[src/hw/rtl/sads_pkg.sv]
// Package: shared types and codes of the dual stack on a shared array.
`timescale 1ns / 1ps
`default_nettype none
package sads_pkg;

   localparam logic [1:0] CMD_PUSH = 2'd0;
   localparam logic [1:0] CMD_POP  = 2'd1;
   localparam logic [1:0] CMD_PEEK = 2'd2;

   localparam logic [1:0] ST_OK    = 2'd0;
   localparam logic [1:0] ST_FULL  = 2'd1;
   localparam logic [1:0] ST_EMPTY = 2'd2;

   localparam logic CSR_IDX_CAPACITY = 1'b0;

   typedef struct packed {
      logic [1:0]         command;
      logic               stack_select;
      logic signed [31:0] push_value;
   } req_type;

   typedef struct packed {
      logic [1:0]         status;
      logic signed [31:0] read_value;
      logic               lower_empty;
      logic               upper_empty;
      logic               both_full;
   } rsp_type;

   // Result fields known at issue time; the read data arrives in the cycle after issue.
   typedef struct packed {
      logic [1:0] status;
      logic       use_read;
      logic       lower_empty;
      logic       upper_empty;
      logic       both_full;
   } pend_type;

endpackage
`default_nettype wire

[src/hw/rtl/sads_mem.sv]
// Module: single-port synchronous RAM holding both stacks.
`timescale 1ns / 1ps
`default_nettype none
module sads_mem #(
   parameter int DEPTH      = 16,
   parameter int DATA_WIDTH = 32,
   parameter int ADDR_W     = 4
) (
   input  wire logic                  clock,
   input  wire logic                  we,
   input  wire logic                  re,
   input  wire logic [ADDR_W-1:0]     addr,
   input  wire logic [DATA_WIDTH-1:0] wdata,
   output logic      [DATA_WIDTH-1:0] rdata
);

   logic [DATA_WIDTH-1:0] mem [DEPTH];
   logic [DATA_WIDTH-1:0] rdata_ff;

   always_ff @(posedge clock) begin
      if (we) begin
         mem[addr] <= wdata;
      end
      if (re) begin
         rdata_ff <= mem[addr];
      end
   end

   assign rdata = rdata_ff;

endmodule
`default_nettype wire

[src/hw/rtl/sads_ctrl.sv]
// Module: stack pointers, memory access issue and result register.
`timescale 1ns / 1ps
`default_nettype none
module sads_ctrl #(
   parameter int DATA_WIDTH = 32,
   parameter int ADDR_W     = 4,
   parameter int CNT_W      = 5
) (
   input  wire logic                  clock,
   input  wire logic                  reset,
   input  wire logic [CNT_W-1:0]      capacity,
   input  wire logic                  clear,
   input  wire logic                  req_valid,
   output logic                       req_stall,
   input  wire sads_pkg::req_type     req_payload,
   output logic                       rsp_valid,
   input  wire logic                  rsp_stall,
   output sads_pkg::rsp_type          rsp_payload,
   output logic                       mem_we,
   output logic                       mem_re,
   output logic      [ADDR_W-1:0]     mem_addr,
   output logic      [DATA_WIDTH-1:0] mem_wdata,
   input  wire logic [DATA_WIDTH-1:0] mem_rdata
);

   logic [CNT_W-1:0]   lower_ff, lower_in;
   logic [CNT_W-1:0]   upper_ff, upper_in;
   logic               pend_valid_ff, pend_valid_in;
   sads_pkg::pend_type pend_ff, pend_in;
   logic               rsp_valid_ff, rsp_valid_in;
   sads_pkg::rsp_type  rsp_ff, rsp_in;

   logic             accept, move, full;
   logic [CNT_W:0]   used, used_in;
   logic [CNT_W-1:0] addr_wide;
   logic [31:0]      rd_ext;

   assign move      = pend_valid_ff && (!rsp_valid_ff || !rsp_stall);
   assign req_stall = pend_valid_ff && !move;
   assign accept    = req_valid && !req_stall;

   assign used = {1'b0, lower_ff} + {1'b0, upper_ff};
   assign full = used >= {1'b0, capacity};

   generate
      if (DATA_WIDTH > 32) begin : g_wide
         assign mem_wdata = {{(DATA_WIDTH - 32){req_payload.push_value[31]}},
                             req_payload.push_value};
         assign rd_ext    = mem_rdata[31:0];
      end else if (DATA_WIDTH == 32) begin : g_equal
         assign mem_wdata = req_payload.push_value;
         assign rd_ext    = mem_rdata;
      end else begin : g_narrow
         assign mem_wdata = req_payload.push_value[DATA_WIDTH-1:0];
         assign rd_ext    = {{(32 - DATA_WIDTH){mem_rdata[DATA_WIDTH-1]}}, mem_rdata};
      end
   endgenerate

   always_comb begin
      lower_in       = lower_ff;
      upper_in       = upper_ff;
      mem_we         = 1'b0;
      mem_re         = 1'b0;
      addr_wide      = '0;
      pend_in.status   = sads_pkg::ST_OK;
      pend_in.use_read = 1'b0;
      case (req_payload.command)
         sads_pkg::CMD_PUSH: begin
            if (full) begin
               pend_in.status = sads_pkg::ST_FULL;
            end else if (req_payload.stack_select) begin
               upper_in  = upper_ff + CNT_W'(1);
               addr_wide = capacity - upper_in;
               mem_we    = accept;
            end else begin
               lower_in  = lower_ff + CNT_W'(1);
               addr_wide = lower_ff;
               mem_we    = accept;
            end
         end
         sads_pkg::CMD_POP, sads_pkg::CMD_PEEK: begin
            if (req_payload.stack_select) begin
               if (upper_ff == '0) begin
                  pend_in.status = sads_pkg::ST_EMPTY;
               end else begin
                  addr_wide        = capacity - upper_ff;
                  mem_re           = accept;
                  pend_in.use_read = 1'b1;
                  if (req_payload.command == sads_pkg::CMD_POP) begin
                     upper_in = upper_ff - CNT_W'(1);
                  end
               end
            end else begin
               if (lower_ff == '0) begin
                  pend_in.status = sads_pkg::ST_EMPTY;
               end else begin
                  addr_wide        = lower_ff - CNT_W'(1);
                  mem_re           = accept;
                  pend_in.use_read = 1'b1;
                  if (req_payload.command == sads_pkg::CMD_POP) begin
                     lower_in = lower_ff - CNT_W'(1);
                  end
               end
            end
         end
         default: begin
         end
      endcase
      used_in             = {1'b0, lower_in} + {1'b0, upper_in};
      pend_in.lower_empty = (lower_in == '0);
      pend_in.upper_empty = (upper_in == '0);
      pend_in.both_full   = used_in >= {1'b0, capacity};
   end

   assign mem_addr = addr_wide[ADDR_W-1:0];

   always_comb begin
      pend_valid_in = pend_valid_ff;
      if (move) begin
         pend_valid_in = 1'b0;
      end
      if (accept) begin
         pend_valid_in = 1'b1;
      end
      rsp_valid_in = rsp_valid_ff && rsp_stall;
      if (move) begin
         rsp_valid_in = 1'b1;
      end
      rsp_in.status      = pend_ff.status;
      rsp_in.read_value  = pend_ff.use_read ? rd_ext : 32'sd0;
      rsp_in.lower_empty = pend_ff.lower_empty;
      rsp_in.upper_empty = pend_ff.upper_empty;
      rsp_in.both_full   = pend_ff.both_full;
   end

   always_ff @(posedge clock) begin
      if (reset) begin
         lower_ff      <= '0;
         upper_ff      <= '0;
         pend_valid_ff <= 1'b0;
         rsp_valid_ff  <= 1'b0;
      end else begin
         pend_valid_ff <= pend_valid_in;
         rsp_valid_ff  <= rsp_valid_in;
         if (clear) begin
            lower_ff <= '0;
            upper_ff <= '0;
         end else if (accept) begin
            lower_ff <= lower_in;
            upper_ff <= upper_in;
         end
      end
   end

   always_ff @(posedge clock) begin
      if (accept) begin
         pend_ff <= pend_in;
      end
      if (move) begin
         rsp_ff <= rsp_in;
      end
   end

   assign rsp_valid   = rsp_valid_ff;
   assign rsp_payload = rsp_ff;

endmodule
`default_nettype wire

[src/hw/rtl/shared_array_dual_stack.sv]
// Top level: two stacks sharing one RAM, with request/response channels and CSR port.
`timescale 1ns / 1ps
`default_nettype none
//
//  channel   direction  handshake            payload
//  req_      in         req_valid/req_stall  sads_pkg::req_type (command, stack, value)
//  rsp_      out        rsp_valid/rsp_stall  sads_pkg::rsp_type (status, data, flags)
//  csr       in/out     psel/penable/pready  capacity register at byte address 0
//
//  One transaction per cycle sustained while the response is not stalled; a taken
//  request updates the pointers and accesses the RAM, then the pending fields and
//  the RAM read data are registered into the response register when the response
//  is free. The single RAM port sets the rate.
//  Reset clears both stack counts and the response pipeline; capacity returns to
//  min(16, DEPTH). RAM contents are not cleared.
//  A stalled response holds the pending transaction, which then stalls requests.
//
module shared_array_dual_stack #(
   parameter int DEPTH      = 16,
   parameter int DATA_WIDTH = 32
) (
   input  wire logic              clock,
   input  wire logic              reset,
   // request channel
   input  wire logic              req_valid,
   output logic                   req_stall,
   input  wire sads_pkg::req_type req_payload,
   // response channel
   output logic                   rsp_valid,
   input  wire logic              rsp_stall,
   output sads_pkg::rsp_type      rsp_payload,
   // configuration port
   input  wire logic              psel,
   input  wire logic              penable,
   input  wire logic              pwrite,
   input  wire logic [2:0]        paddr,
   input  wire logic [31:0]       pwdata,
   output logic      [31:0]       prdata,
   output logic                   pready
);

   localparam int ADDR_W    = (DEPTH > 1) ? $clog2(DEPTH) : 1;
   localparam int CNT_W     = $clog2(DEPTH + 1);
   localparam int CAP_RESET = (DEPTH < 16) ? DEPTH : 16;

   logic [CNT_W-1:0]      capacity_ff, capacity_in;
   logic                  cap_write;
   logic [4:0]            cap_raw;
   int                    cap_clamped;

   logic                  mem_we, mem_re;
   logic [ADDR_W-1:0]     mem_addr;
   logic [DATA_WIDTH-1:0] mem_wdata, mem_rdata;

   // APB: no wait states; register index is the word address bit.
   assign pready    = 1'b1;
   assign cap_write = psel && penable && pwrite && (paddr[2] == sads_pkg::CSR_IDX_CAPACITY);
   assign cap_raw   = pwdata[4:0];

   // Capacity saturates to the range 1..DEPTH.
   always_comb begin
      cap_clamped = int'(cap_raw);
      if (cap_clamped < 1) begin
         cap_clamped = 1;
      end else if (cap_clamped > DEPTH) begin
         cap_clamped = DEPTH;
      end
      capacity_in = CNT_W'(cap_clamped);
   end

   always_ff @(posedge clock) begin
      if (reset) begin
         capacity_ff <= CNT_W'(CAP_RESET);
      end else if (cap_write) begin
         capacity_ff <= capacity_in;
      end
   end

   always_comb begin
      prdata = '0;
      if (paddr[2] == sads_pkg::CSR_IDX_CAPACITY) begin
         prdata = 32'(capacity_ff);
      end
   end

   // Pointers, issue and response register; the capacity write empties both stacks.
   sads_ctrl #(
      .DATA_WIDTH (DATA_WIDTH),
      .ADDR_W     (ADDR_W),
      .CNT_W      (CNT_W)
   ) u_ctrl (
      .clock       (clock),
      .reset       (reset),
      .capacity    (capacity_ff),
      .clear       (cap_write),
      .req_valid   (req_valid),
      .req_stall   (req_stall),
      .req_payload (req_payload),
      .rsp_valid   (rsp_valid),
      .rsp_stall   (rsp_stall),
      .rsp_payload (rsp_payload),
      .mem_we      (mem_we),
      .mem_re      (mem_re),
      .mem_addr    (mem_addr),
      .mem_wdata   (mem_wdata),
      .mem_rdata   (mem_rdata)
   );

   // Shared storage: lower stack from entry 0 up, upper stack from capacity-1 down.
   sads_mem #(
      .DEPTH      (DEPTH),
      .DATA_WIDTH (DATA_WIDTH),
      .ADDR_W     (ADDR_W)
   ) u_mem (
      .clock (clock),
      .we    (mem_we),
      .re    (mem_re),
      .addr  (mem_addr),
      .wdata (mem_wdata),
      .rdata (mem_rdata)
   );

endmodule
`default_nettype wire
[config.mk]
export PLATFORM = sky130hd
export DESIGN_NAME = shared_array_dual_stack
export DESIGN_NICKNAME = d
export VERILOG_FILES = /design/src/hw/rtl/sads_pkg.sv /design/src/hw/rtl/sads_mem.sv /design/src/hw/rtl/sads_ctrl.sv /design/src/hw/rtl/shared_array_dual_stack.sv
export SDC_FILE = /design/constraint.sdc
export NUM_CORES = 1
export LEC_CHECK = 0
export ABC_CLOCK_PERIOD_IN_PS = 15410
export BUFFER_PORTS_ARGS = -buffer_cell sky130_fd_sc_hd__buf_2
export CORE_MARGIN = 8
export CORE_UTILIZATION = 45
export DETAILED_ROUTE_END_ITERATION = 16
export PLACE_DENSITY_LB_ADDON = 0.3
export SLEW_MARGIN = 10
export SYNTH_ARGS = -nofsm -noshare
export SYNTH_HDL_FRONTEND = slang
export SYNTH_HIERARCHICAL = 1
export SYNTH_SLANG_ARGS = --single-unit
[constraint.sdc]
create_clock -name clock -period 15.41 [get_ports clock]
set_input_delay 0.7705 -clock clock [delete_from_list [all_inputs] [get_ports clock]]
set_output_delay 0.7705 -clock clock [all_outputs]
set_load 0.1 [all_outputs]
==> out/results.ini <==
[placed_design]
place_hpwl_mm=28.75
io_buffers=91
gp_congestion=0.8430

[final_layout]
final_common_cell=edfxtp_1
layout_common_cells=edfxtp_1, mux4_2, buf_2
syn2layout_area_growth_pct=12.29
fin_util_pct=51.21
fin_nets=1502
drive_gt1_share_pct=27.63

[min_path]
hold_path_class=reg2reg

[detailed_routing]
route.met3.wl_mm=3.336
top_layer=met5
avgViaCountPerCell=5.620
drt-pass1-iter-count=5
wl_met1_mm=21.56
wire_per_inst_um=23.90
drc_errors=0
totalWireLength_mm=51.02
drt_iter0_drc=942
met2_length_mm=25.03
postRouteAntennaNets=0
vias=11999

[clock_network]
clock_latency_ns=0.63
cts-resized-gates=0
ctsHoldBuffers=0
cts_sinks=604
numCtsBuffers=60
htree_num_levels=2
clkTransAtPathRegs_ns=0.06
clock_tree.buffer_depth=3
postCtsSetupBuffers=0
cts_root_buffer=clkbuf_16
cts_tree=built

[pwr]
power_density_nw_per_um2=133.9
irDropWorstVdd_mv=0.1097
leakagePower_uw=0.009145

[timing]
timing.fmax_mhz=154.6
fin_crit_sh_pct=41.97
skew_ns=0.02212
setup_viol=0
slew_headroom_pct=32.53
min_period_ns=6.468
setup_tns_ns=0
timing_hold_violations_final=0
worstMarginPinSlew_ns=1.012
rsz0062_at_grt=no
slew_violations=0

[yosys]
yosys_warnings=6
synth_area_per_cell_um2=18.98
synth_ff_type=edfxtp_1
netlist-cell-type-count=74
synthArstFlopShare_pct=0
syn_inst=1298
ys_ff_latch=604
synth_edf_count=587
yosysSeqAreaShare_pct=72.92
synth_area_um2=24640

[global_routing]
grt_max_degree=66
grt_pass1_vias=12447
track_usage_pct=16.31
grt_pass1_wl_mm=77.86
antenna_found_initial=2
grt-ovfl-total=0

[run_status]
status=complete, no violations

[floorplanning]
die_h_um=250.0
fp-row-count=85
die_w_um=250.0
coreArea_um2=54030
start_util_pct=45.60
design.portCount=149
dieArea_um2=62500

[worst_setup_path]
crit_path_start_kind=flop
path_class=reg2reg
cp_max_fo=65
arrival_ns=6.79
worst_ep_required_time_ns=15.73
end_kind=flop

[job]
drv_cap=0

layer usage:
metal  vias up  GRT usage [%]
li1       5296              -
met1      6244          21.92
met2       382          26.93
met3        75          3.284
met4         2          4.656
met5         -              0
synthesized netlist by cell type (13+ instances only):
master	number	area share (%)
edfxtp_1	587	72
mux4_2	128	12
a22oi_1	64	2.0
buf_4	62	1.9
nand2_1	56	0.85
nor2_1	49	0.75
ha_1	34	1.7
and2_1	33	0.84
clkbuf_1	31	0.47
inv_1	30	0.46
a21oi_1	23	0.47
dfxtp_1	17	1.4
nor3_1	16	0.33
buf_2	14	0.28
o21ai_0	13	0.26
state kept, by name, indices dropped and copies added, names as in the netlist:
signal,cells
u_mem/rdata,32
capacity_ff,5
u_ctrl/pend_valid_ff,1
u_mem/mem,512
u_ctrl/upper_ff,5
u_ctrl/rsp_payload,37
u_ctrl/lower_ff,5
u_ctrl/pend_ff,6
u_ctrl/rsp_valid,1
through the flow:
step	total power (µW)	hold WS, ns	cells	cell area [µm²]	setup slack, ns
finish	3705	0.4206	2135	27670	8.942
global route	3838	0.4095	2133	27660	8.389
CTS	3746	0.3834	2133	27660	8.867
detailed placement	2289	0.4061	2021	25670	8.870
global placement	2281	0.4043	2021	25670	8.945
floorplan	2203	0.4003	1324	24740	9.843
worst max-delay path: stages, from the launching register on:
cell and delay (ns):
dfxtp_1 0.43, ha_1 0.28, fa_1 0.42, a21o_1 0.18, a21oi_1 0.18, xnor2_1 0.09, ha_1 0.18, a211oi_1 0.23
o211a_1 0.61, nand2_1 0.30, o21ai_4 0.80, buf_4 0.73, buf_4 0.89, mux4_2 0.43, a22oi_1 0.21, nand2_1 0.16
report_power, final:
part           total (µW)  switching, µW  internal [µW]
logic                 400            260            140
clock network        1460            605            851
registers            1850           11.2           1840
final timing paths:
path	from	endpoint	slack, ns	cells after the start
min	u_ctrl/pend_ff[0]	u_ctrl/rsp_payload[0]	0.42	0
min reg2reg	u_ctrl/pend_ff[0]	u_ctrl/rsp_payload[0]	0.42	0
max reg2reg	u_ctrl/lower_ff[0]	u_mem/rdata[0]	8.94	15
max	u_ctrl/lower_ff[0]	u_mem/rdata[0]	8.94	15
logic make-up (layout without fill, tap and decap cells):
family                     Yosys count  after routing  share of synthesized area (%)
AOI/OAI and AO/OA                  144            144                          4.311
other                                2             30                        0.03048
and+or+nand+nor                    211            211                          4.596
buffers and inverters              153            266                          3.732
xor gates and xnor gates            15             15                         0.5332
adders and majority gates           38             38                          2.052
DFF                                604            604                          72.92
muxes                              131            131                          11.82
cell type report:
cell class / instances / area, µm²
multi-input cells: 567 / 6027
flip-flops and latches: 604 / 17970
diodes: 2 / 5.005
repair buffers: 122 / 688.2
well taps: 696 / 870.8
fillers: 4320 / 26360
inverters: 32 / 120.1
clock inverters: 42 / 450.4
clock buffers: 70 / 1539
Power figures use the tool's default switching activity.
